<file path="config.mk">
export PLATFORM = sky130hd
export DESIGN_NAME = http_request_completion_detector
export DESIGN_NICKNAME = d
export VERILOG_FILES = /design/src/hdl/hrcd_pkg.sv /design/src/hdl/hrcd_core.sv /design/src/hdl/http_request_completion_detector.sv
export SDC_FILE = /design/constraint.sdc
export NUM_CORES = 1
export LEC_CHECK = 0
export ABC_AREA = 1
export BUFFER_PORTS_ARGS = -buffer_cell sky130_fd_sc_hd__buf_2
export CAP_MARGIN = 15
export CORE_UTILIZATION = 37
export CTS_BUF_LIST = sky130_fd_sc_hd__clkbuf_4 sky130_fd_sc_hd__clkbuf_8
export CTS_CLUSTER_SIZE = 14
export DETAILED_ROUTE_END_ITERATION = 6
export SYNTH_ARGS = -nofsm -noshare
export SYNTH_HDL_FRONTEND = slang
export SYNTH_HIERARCHICAL = 1
export SYNTH_SLANG_ARGS = --single-unit
</file>
<file path="constraint.sdc">
create_clock -name i_clk -period 12.7 [get_ports i_clk]
set_input_delay 1.905 -clock i_clk [delete_from_list [all_inputs] [get_ports i_clk]]
set_output_delay 1.905 -clock i_clk [all_outputs]
set_load 0.005 [all_outputs]
</file>
<file path="src/hdl/hrcd_pkg.sv">
// Package for the HTTP request completion detector.
// Holds the word types, character codes and small helper functions.
// Has no dependencies; used by hrcd_core and the top level.
package hrcd_pkg;

    localparam int unsigned LENGTH_BITS   = 32;
    localparam int unsigned NAME_LEN      = 15;
    localparam int unsigned NAME_POS_BITS = 5;
    localparam int unsigned TERM_BITS     = 2;

    localparam logic [NAME_POS_BITS-1:0] NAME_FAILED = NAME_POS_BITS'(16);
    localparam logic [NAME_POS_BITS-1:0] NAME_DONE   = NAME_POS_BITS'(NAME_LEN);

    localparam logic [7:0] CH_CR    = 8'h0D;
    localparam logic [7:0] CH_LF    = 8'h0A;
    localparam logic [7:0] CH_SPACE = 8'h20;
    localparam logic [7:0] CH_TAB   = 8'h09;
    localparam logic [7:0] CH_VT    = 8'h0B;
    localparam logic [7:0] CH_FF    = 8'h0C;
    localparam logic [7:0] CH_PLUS  = 8'h2B;
    localparam logic [7:0] CH_ZERO  = 8'h30;
    localparam logic [7:0] CH_NINE  = 8'h39;
    localparam logic [7:0] CH_UP_A  = 8'h41;
    localparam logic [7:0] CH_UP_Z  = 8'h5A;

    // Progress through the CR LF CR LF terminator.
    typedef enum logic [TERM_BITS-1:0] {
        TERM_NONE   = 2'd0,
        TERM_CR     = 2'd1,
        TERM_CRLF   = 2'd2,
        TERM_CRLFCR = 2'd3
    } t_term;

    typedef enum logic [1:0] {
        VP_IDLE      = 2'd0,
        VP_EXPECT    = 2'd1,
        VP_AFTER_PLUS = 2'd2,
        VP_DIGITS    = 2'd3
    } t_value_phase;

    typedef struct packed {
        logic [7:0] data_byte;
        logic       first_byte;
    } t_in_word;

    typedef struct packed {
        logic        complete;
        logic        header_done;
        logic [31:0] content_length;
        logic [31:0] body_bytes;
    } t_out_word;

    // Characters of "content-length:" in lower case.
    function automatic logic [7:0] name_char(input logic [3:0] idx);
        logic [7:0] c;
        c = 8'h00;
        case (idx)
            4'd0:    c = 8'h63; // c
            4'd1:    c = 8'h6F; // o
            4'd2:    c = 8'h6E; // n
            4'd3:    c = 8'h74; // t
            4'd4:    c = 8'h65; // e
            4'd5:    c = 8'h6E; // n
            4'd6:    c = 8'h74; // t
            4'd7:    c = 8'h2D; // -
            4'd8:    c = 8'h6C; // l
            4'd9:    c = 8'h65; // e
            4'd10:   c = 8'h6E; // n
            4'd11:   c = 8'h67; // g
            4'd12:   c = 8'h74; // t
            4'd13:   c = 8'h68; // h
            4'd14:   c = 8'h3A; // :
            default: c = 8'h00;
        endcase
        return c;
    endfunction

    function automatic logic [7:0] to_lower(input logic [7:0] b);
        logic [7:0] r;
        r = b;
        if (b >= CH_UP_A && b <= CH_UP_Z) begin
            r = b + 8'd32;
        end
        return r;
    endfunction

    function automatic logic is_blank(input logic [7:0] b);
        return (b == CH_SPACE) || (b == CH_TAB) || (b == CH_VT) ||
               (b == CH_FF) || (b == CH_CR);
    endfunction

endpackage

</file>
<file path="src/hdl/hrcd_core.sv">
// Parser state and per-byte update of the completion detector.
// Depends on hrcd_pkg; the result is combinational from the next state.
module hrcd_core (
    input  logic                i_clk,
    input  logic                i_rst_n,
    input  logic                i_step,
    input  hrcd_pkg::t_in_word  i_word,
    output hrcd_pkg::t_out_word o_result
);

    localparam int unsigned LB = hrcd_pkg::LENGTH_BITS;

    hrcd_pkg::t_term                      r_term, n_term;
    logic                                 r_hdr_end, n_hdr_end;
    logic [hrcd_pkg::NAME_POS_BITS-1:0]   r_pos, n_pos;
    hrcd_pkg::t_value_phase               r_vp, n_vp;
    logic                                 r_taken, n_taken;
    logic [LB-1:0]                        r_acc, n_acc;
    logic                                 r_inv, n_inv;
    logic [LB-1:0]                        r_body, n_body;

    // Current state, as seen by this byte (cleared on the first byte of a request).
    hrcd_pkg::t_term                      s_term;
    logic                                 s_hdr_end;
    logic [hrcd_pkg::NAME_POS_BITS-1:0]   s_pos;
    hrcd_pkg::t_value_phase               s_vp;
    logic                                 s_taken;
    logic [LB-1:0]                        s_acc;
    logic                                 s_inv;
    logic [LB-1:0]                        s_body;

    logic [7:0]    b;
    logic          is_digit;
    logic [LB+3:0] acc_ext;
    logic [LB+3:0] acc_next;
    logic          acc_ovf;
    logic [LB-1:0] len;
    logic [63:0]   len_ext;
    logic [63:0]   body_ext;

    assign b        = i_word.data_byte;
    assign is_digit = (b >= hrcd_pkg::CH_ZERO) && (b <= hrcd_pkg::CH_NINE);

    always_comb begin
        if (i_word.first_byte) begin
            s_term    = hrcd_pkg::TERM_NONE;
            s_hdr_end = 1'b0;
            s_pos     = '0;
            s_vp      = hrcd_pkg::VP_IDLE;
            s_taken   = 1'b0;
            s_acc     = '0;
            s_inv     = 1'b0;
            s_body    = '0;
        end else begin
            s_term    = r_term;
            s_hdr_end = r_hdr_end;
            s_pos     = r_pos;
            s_vp      = r_vp;
            s_taken   = r_taken;
            s_acc     = r_acc;
            s_inv     = r_inv;
            s_body    = r_body;
        end
    end

    // acc * 10 + digit by shifts; any bit above the length width is an overflow.
    assign acc_ext  = {4'b0000, s_acc};
    assign acc_next = (acc_ext << 3) + (acc_ext << 1) + (LB + 4)'(b - hrcd_pkg::CH_ZERO);
    assign acc_ovf  = |acc_next[LB+3:LB];

    always_comb begin
        n_term    = s_term;
        n_hdr_end = s_hdr_end;
        n_pos     = s_pos;
        n_vp      = s_vp;
        n_taken   = s_taken;
        n_acc     = s_acc;
        n_inv     = s_inv;
        n_body    = s_body;

        if (!s_hdr_end) begin
            // Header line parsing.
            if (b == hrcd_pkg::CH_LF) begin
                if (s_vp == hrcd_pkg::VP_EXPECT || s_vp == hrcd_pkg::VP_AFTER_PLUS) begin
                    n_inv = 1'b1;
                end
                n_vp  = hrcd_pkg::VP_IDLE;
                n_pos = '0;
            end else if (s_vp != hrcd_pkg::VP_IDLE) begin
                if (hrcd_pkg::is_blank(b)) begin
                    n_vp = s_vp;
                end else if (is_digit) begin
                    if (acc_ovf) begin
                        n_inv = 1'b1;
                        n_vp  = hrcd_pkg::VP_IDLE;
                    end else begin
                        n_acc = acc_next[LB-1:0];
                        n_vp  = hrcd_pkg::VP_DIGITS;
                    end
                end else if (s_vp == hrcd_pkg::VP_EXPECT && b == hrcd_pkg::CH_PLUS) begin
                    n_vp = hrcd_pkg::VP_AFTER_PLUS;
                end else begin
                    if (s_vp != hrcd_pkg::VP_DIGITS) begin
                        n_inv = 1'b1;
                    end
                    n_vp = hrcd_pkg::VP_IDLE;
                end
            end else if (!s_taken && s_pos < hrcd_pkg::NAME_DONE) begin
                if (hrcd_pkg::to_lower(b) == hrcd_pkg::name_char(s_pos[3:0])) begin
                    n_pos = s_pos + 1'b1;
                    if (s_pos == hrcd_pkg::NAME_DONE - 1'b1) begin
                        n_taken = 1'b1;
                        n_acc   = '0;
                        n_inv   = 1'b0;
                        n_vp    = hrcd_pkg::VP_EXPECT;
                    end
                end else begin
                    n_pos = hrcd_pkg::NAME_FAILED;
                end
            end

            // Blank line detection.
            if (b == hrcd_pkg::CH_CR) begin
                n_term = (s_term == hrcd_pkg::TERM_CRLF) ? hrcd_pkg::TERM_CRLFCR
                                                         : hrcd_pkg::TERM_CR;
            end else if (b == hrcd_pkg::CH_LF && s_term == hrcd_pkg::TERM_CR) begin
                n_term = hrcd_pkg::TERM_CRLF;
            end else if (b == hrcd_pkg::CH_LF && s_term == hrcd_pkg::TERM_CRLFCR) begin
                n_term    = hrcd_pkg::TERM_NONE;
                n_hdr_end = 1'b1;
            end else begin
                n_term = hrcd_pkg::TERM_NONE;
            end
        end else if (!(&s_body)) begin
            n_body = s_body + 1'b1;
        end
    end

    always_ff @(posedge i_clk) begin
        if (!i_rst_n) begin
            r_term    <= hrcd_pkg::TERM_NONE;
            r_hdr_end <= 1'b0;
            r_pos     <= '0;
            r_vp      <= hrcd_pkg::VP_IDLE;
            r_taken   <= 1'b0;
            r_acc     <= '0;
            r_inv     <= 1'b0;
            r_body    <= '0;
        end else if (i_step) begin
            r_term    <= n_term;
            r_hdr_end <= n_hdr_end;
            r_pos     <= n_pos;
            r_vp      <= n_vp;
            r_taken   <= n_taken;
            r_acc     <= n_acc;
            r_inv     <= n_inv;
            r_body    <= n_body;
        end
    end

    assign len      = n_inv ? '0 : n_acc;
    assign len_ext  = 64'(len);
    assign body_ext = 64'(n_body);

    always_comb begin
        o_result.complete       = n_hdr_end &&
                                  (((len == '0) && (n_body == '0)) ||
                                   ((len != '0) && (n_body >= len)));
        o_result.header_done    = n_hdr_end;
        o_result.content_length = n_hdr_end ? len_ext[31:0] : 32'd0;
        o_result.body_bytes     = body_ext[31:0];
    end

endmodule

</file>
<file path="src/hdl/http_request_completion_detector.sv">
// Top level of the HTTP request completion detector.
// Depends on hrcd_pkg and hrcd_core.
//
// Usage: one request byte enters per input word, with first_byte set on the
// first byte of each new request. Every input word produces exactly one
// output word giving complete, header_done, the parsed content length and
// the saturating body byte count after that byte.
// Both channels use valid/ready. An accepted word is held in the input
// register; when it advances, the parser state is updated and the result
// is written to the output register, which raises o_out_valid. One word
// per cycle is sustained while the receiver takes every result; the
// parser state is updated once for each word as it advances.
// When the receiver stalls, the result stays in the output register and one
// further word waits in the input register before o_in_ready falls; nothing
// is dropped. Reset clears both registers' valid flags and all parser state,
// as if a new request had begun.
module http_request_completion_detector (
    input  logic                i_clk,
    input  logic                i_rst_n,
    input  logic                i_in_valid,
    output logic                o_in_ready,
    input  hrcd_pkg::t_in_word  i_in_word,
    output logic                o_out_valid,
    input  logic                i_out_ready,
    output hrcd_pkg::t_out_word o_out_word
);

    logic                r_in_valid;
    hrcd_pkg::t_in_word  r_in_word;
    logic                r_out_valid;
    hrcd_pkg::t_out_word r_out_word;
    hrcd_pkg::t_out_word result;
    logic                advance;

    assign advance    = r_in_valid && (!r_out_valid || i_out_ready);
    assign o_in_ready = !r_in_valid || advance;

    hrcd_core u_core (
        .i_clk    (i_clk),
        .i_rst_n  (i_rst_n),
        .i_step   (advance),
        .i_word   (r_in_word),
        .o_result (result)
    );

    always_ff @(posedge i_clk) begin
        if (!i_rst_n) begin
            r_in_valid  <= 1'b0;
            r_out_valid <= 1'b0;
        end else begin
            if (o_in_ready) begin
                r_in_valid <= i_in_valid;
            end
            if (advance) begin
                r_out_valid <= 1'b1;
            end else if (i_out_ready) begin
                r_out_valid <= 1'b0;
            end
        end
    end

    always_ff @(posedge i_clk) begin
        if (o_in_ready && i_in_valid) begin
            r_in_word <= i_in_word;
        end
        if (advance) begin
            r_out_word <= result;
        end
    end

    assign o_out_valid = r_out_valid;
    assign o_out_word  = r_out_word;

    // The length is only reported once the header has ended.
    a_len_needs_header: assert property (@(posedge i_clk) disable iff (!i_rst_n)
        r_out_valid |-> (r_out_word.header_done || r_out_word.content_length == 32'd0))
        else $error("content_length reported before header end");

    a_complete_needs_header: assert property (@(posedge i_clk) disable iff (!i_rst_n)
        r_out_valid |-> (!r_out_word.complete || r_out_word.header_done))
        else $error("complete without header end");

    a_body_needs_header: assert property (@(posedge i_clk) disable iff (!i_rst_n)
        r_out_valid |-> (r_out_word.header_done || r_out_word.body_bytes == 32'd0))
        else $error("body bytes counted before header end");

    // A held word in the input register must not vanish while the output is stalled.
    a_in_held: assert property (@(posedge i_clk) disable iff (!i_rst_n)
        (r_in_valid && !advance) |=> (r_in_valid && $stable(r_in_word)))
        else $error("stalled input word lost");

endmodule

</file>
======== Word-level counts from Yosys, hierarchy flattened ========
Memories as Yosys holds them, arrays and structs flattened.
Cells that the tools add are included.
operators by class
  eq/ne operators ......................... 15
  add/sub/neg operators ................... 6
  magnitude comparators ................... 6
  reduce and logical (&&, ||, !) cells .... 29
  muxes and demuxes ....................... 72
operator list
  kind                                                 count
  two-way mux 32 bit                                   14
  two-way mux 8 bit                                    9
  zero test 32 bit                                     2
  equality test 8 x 4 -> 1 bit, second input constant  5
  adder 35 x 33 -> 36 bit                              1
  adder 36 bit                                         1
  adder 32 x 1 -> 32 bit, second input constant        1
  >= comparator 32 bit                                 1
  two-way mux 2 bit                                    16
  AND reduction 32 bit                                 1
  nonzero test 32 bit                                  1
  two-way mux 5 bit                                    6
  two-way mux 1 bit                                    27
  equality test 8 x 6 -> 1 bit, second input constant  2
  logical AND 1 bit                                    11
  subtractor 8 x 6 -> 9 bit, second input constant     1
  adder 8 x 6 -> 8 bit, second input constant          1
  equality test 8 bit                                  1
  >= comparator 8 x 6 -> 1 bit, second input constant  1
  >= comparator 8 x 7 -> 1 bit, second input constant  1
  <= comparator 8 x 6 -> 1 bit, second input constant  1
  <= comparator 8 x 7 -> 1 bit, second input constant  1
  logical OR 1 bit                                     8
  equality test 2 bit, second input constant           3
  8 further kinds                                      12
word-level totals
  word-level logic and storage cells ...... 145
  memories kept ........................... 1
  memory bits (read-only) ................. 112
  bits in registers ....................... 153
memories
  memory            words  bits a word  read ports  clocked after memory_dff  wr ports  RTL line        RTL
  (name not given)  16     7            1           0                         0         hrcd_pkg.sv:57  case (idx)

======== Longest topological paths before layout ========
  word-level depth ........................ 18
  depth in mapped cells ................... 43

======== Modules after synthesis ========
The synthesis kept the hierarchy.
modules (own cells, without submodules)
  module                            times used  area each (um2)  cells each
  hrcd_core                         1           9760.6           1655
  http_request_completion_detector  1           2347.3           88

======== Least setup slack after synthesis ========
OpenSTA, ideal clock, no wires.
  path type ............................... register to register
  start ................................... register r_in_word[7] (netlist bit)
  end ..................................... register r_out_word, in the netlist o_out_word[65], data pin
  arrival ................................. 7285 ps
  stages on the path, launching flop included .. 36
  slack ................................... 5160 ps
  cell sequence ........................... edfxtp_1 -> nor2_1 -> inv_1 -> nor2_1 -> inv_1 -> fa_1 -> inv_1 -> ha_1 -> a21oi_1 -> nand2_1 -> nand2_1 -> nand2_1 -> a21oi_1 -> nand2_1 -> nand2_1 -> nand2_1 -> a21oi_1 -> nand3_1 -> nand4_1 -> nand2_1 -> a21oi_4 -> buf_6 -> buf_2 -> nand2_1 -> ha_1 -> a21o_1 -> a31oi_1 -> o2111ai_1 -> a21oi_1 -> o211ai_1 -> nand4_1 -> o211ai_1 -> nand4_1 -> nand2_1 -> a21oi_1 -> nor2_1
RTL lines
  what                    RTL line                                RTL
  from (decl)             http_request_completion_detector.sv:29  hrcd_pkg::t_in_word r_in_word;
  from (signal assigned)  http_request_completion_detector.sv:64  r_in_word <= i_in_word;
  to (signal assigned)    http_request_completion_detector.sv:67  r_out_word <= result;
  to (decl)               http_request_completion_detector.sv:31  hrcd_pkg::t_out_word r_out_word;

==> metrics.md <==
| Metric | Value |
|---|---|
| Clk Latency, worst-skew pair | 0.48 ns |
| Leading area contributor after synthesis | edfxtp_1 |
| Worst Path Required | 12.94 ns |
| Avg Vias per Cell | 5.11 |
| Core area | 0.0319 mm² |
| Min-Delay Path Class | reg2reg |
| CP most frequent cell | nand2_1 |
| Drt drc | 0 |
| Drt total wl | 35,500 µm |
| Vias | 11,500 |
| Die W | 183 µm |
| Asr flop ratio synth | 0% |
| Layout cells sized above 1 | 8.48% |
| Syn_nets | 1,871 |
| Main synth FF type | dfxtp_1 |
| Most common cell in the netlist | nand2_1 |
| Seq/Total Area, Yosys | 31.5% |
| Relative slew slack | 29.4% |
| RSZ-0062 raised after global routing | no |
| First-pass GRT wire length | 57,300 µm |
| Synth cell count leaders | 438 x nand2_1, 266 x inv_1, 231 x nor2_1 |
| Crit-path max FO | 24 |
| WHS Path Cells | 2 |
| Reg2reg path depth | 34 |
| Starting Density | 38.0% |
| Fin Setup TNS | 0 ns |
| Worst-case vdd ir drop | 0.0657 mV |
| Final setup viols | 0 |
| Tcrit/Tclk final | 56.6% |
| Hold-fix buffers, CTS | 0 |
| R2r startpoint | r_in_word[7]$_DFFE_PP_ |
| DR WL/cell | 15.7 µm |
| Tmin final | 7.19 ns |
| WS Path Type | reg2reg |
| DR iter-0 viols | 1,040 |
| Netlist cell types | 50 |
| Syn avg cell area | 6.95 µm² |
| Area contributors post-synth | edfxtp_1 19%, nand2_1 14%, dfxtp_1 13% |
| Number of flops mapped to enable cells by yosys | 75 |
| Critical Path AT | 7.43 ns |
| Transition time of the tightest slew-check pin | 1.06 ns |
| Hold Violations, Final | 0 |
| FMAX | 139 MHz |
| Post_cts resized | 0 |
| Synthesized area | 0.0121 mm² |
| CTS buffer count | 17 |
| Hold Startpoint | u_core/r_vp[0]$_SDFFE_PN0P_ |
| Antenna diode count | 0 |
| Die Y | 183 µm |
| Die footprint | 0.0335 mm² |
| Crit path max-delay cell type | fa_1 |
| Max-cap violation count | 0 |
| Reg2reg end | o_out_word[65]$_DFFE_PP_ |
| CTS tree | built |
| R2r setup slk | 5.51 ns |
| Reg clk slew, reported paths | 0.09 ns |
| CTS H-Tree Depth | 4 |
| Clock Tree Buf Depth | 2 |
| Critical Path End Type | flop |
| Area Growth Syn to Fin | 10.0% |
| Critical Path Max Stage Delay | 0.55 ns |
| Post-CTS Setup Inserts | 0 |
| Total track usage | 21.8% |
| Status | completed |
| CTS Sinks | 153 |
| Clock Skews | 0.0157 ns |
| Post-DP HPWL | 27,500 µm |
| Root Driver | clkbuf_8 |
| Number of global-route vias before repair | 10,800 |
| Overflow after GRT | 0 |
| Nets | 1,932 |
| Hold EP | u_core/r_vp[0]$_SDFFE_PN0P_ |
| Syn Inst Count | 1,743 |
| #FFs+latches synth | 153 |
| Initial antenna violation count | 0 |
| Iteration count of the initial detailed-routing pass | 7 |
| Largest net degree at the start of global routing | 88 |
| Yosys warnings | 6 |
| IO Pins | 81 |
| Startpoint types | flop |
| Area share of the largest cell type after synthesis | 18.6% |
| Post-route core utilization | 41.8% |
| Row count | 65 |
| Power per cell area | 89.7 mW/mm² |
| LEAKAGE | 6.46 nW |
| Port Buf Inserts | 80 |
| Pins Over Slew Limit | 0 |
| GP Congestion | 0.942 |
| Antenna Nets Post-Route | 0 |
[worst max-delay path: cells and delay by family, from the launching register on]
kind	cells	cell delay, ns
AO/OA/AOI/OAI	10	1.81
adder cells (fa/ha/maj)	3	1.24
buffers and inverters	5	1.22
flip-flops	1	0.50
AND/OR/NAND/NOR	16	2.18
[worst max path at each step]
stage / startpoint / endpoint / slack, ns
CTS: r_in_word[7]$_DFFE_PP_ / o_out_word[65]$_DFFE_PP_ / 5.40
global route: r_in_word[7]$_DFFE_PP_ / o_out_word[65]$_DFFE_PP_ / 4.69
detailed placement: r_in_word[7]$_DFFE_PP_ / o_out_word[65]$_DFFE_PP_ / 5.44
finish: r_in_word[7]$_DFFE_PP_ / o_out_word[65]$_DFFE_PP_ / 5.51
global placement: r_in_word[7]$_DFFE_PP_ / o_out_word[65]$_DFFE_PP_ / 5.63
floorplan: r_in_word[7]$_DFFE_PP_ / o_out_word[65]$_DFFE_PP_ / 5.16
[sequential cells by signal, summed over array words and instances, names as in the netlist]
signal	count
u_core/r_body	32
o_out_word	66
u_core/r_term	2
u_core/r_pos	5
r_in_word	9
r_in_valid	1
u_core/r_vp	2
u_core/r_hdr_end	1
u_core/r_taken	1
o_out_valid	1
u_core/r_acc	32
u_core/r_inv	1
[per-layer routing]
layer,wire length (µm),track usage [%]
met5,0,0
met4,784,6.57
met3,2180,2.44
met2,15800,35.3
met1,16700,30.5
[through the flow]
| stage | instance area, µm² | total power, mW | worst slack (ns) | hold WS [ns] | instances |
|---|---|---|---|---|---|
| after floorplan | 12100 | 0.749 | 5.16 | 0.445 | 1743 |
| after global placement | 12900 | 0.819 | 5.63 | 0.456 | 2220 |
| after detailed placement | 12900 | 0.822 | 5.44 | 0.460 | 2220 |
| after CTS | 13300 | 1.20 | 5.40 | 0.474 | 2252 |
| after global routing | 13300 | 1.26 | 4.69 | 0.494 | 2252 |
| final | 13300 | 1.19 | 5.51 | 0.475 | 2252 |
[power breakdown]
part	switching [mW]	total, mW	leakage (nW)	internal, mW
registers	0.0116	0.553	1.38	0.542
logic	0.175	0.259	4.89	0.0836
clock network	0.199	0.382	0.198	0.183
total	0.386	1.19	6.46	0.809
[layout make-up]
cell class / count / area, µm²
Clock buffer: 19 / 255
Clock inverter: 13 / 145
Fill cell: 3460 / 18600
Inverter: 278 / 1040
Multi-Input combinational cell: 1265 / 7050
Sequential cell: 153 / 3810
Tap cell: 435 / 544
Timing Repair Buffer: 89 / 468
[logic make-up (layout without fill, tap and decap cells)]
family	Yosys count	count (layout)	synth area share [%]
AND/OR/NAND/NOR	807	807	27.3
buffers and inverters	325	399	10.4
AO/OA/AOI/OAI	286	286	12.9
flip-flops	153	153	31.5
adder cells (fa/ha/maj)	115	115	13.8
XOR/XNOR	57	57	4.12
[cells in the final DEF (no fill, tap or decap), drive strengths merged, types with 3 or more instances in the layout]
cell and n:
o21ai 116, o22ai 3, a21o 3, o21bai 6, nand2 445, a21oi 125, nor3 13, a31oi 8
xnor2 22, inv 279, ha 84, dfxtp 78, edfxtp 75, o211ai 10, clkinv 8, nor2 238
nor4 11, nand3 70, nand4 21, buf 89, a211oi 4, clkbuf 19, nand3b 3, xor2 35
fa 31
Power figures use the tool's default switching activity.
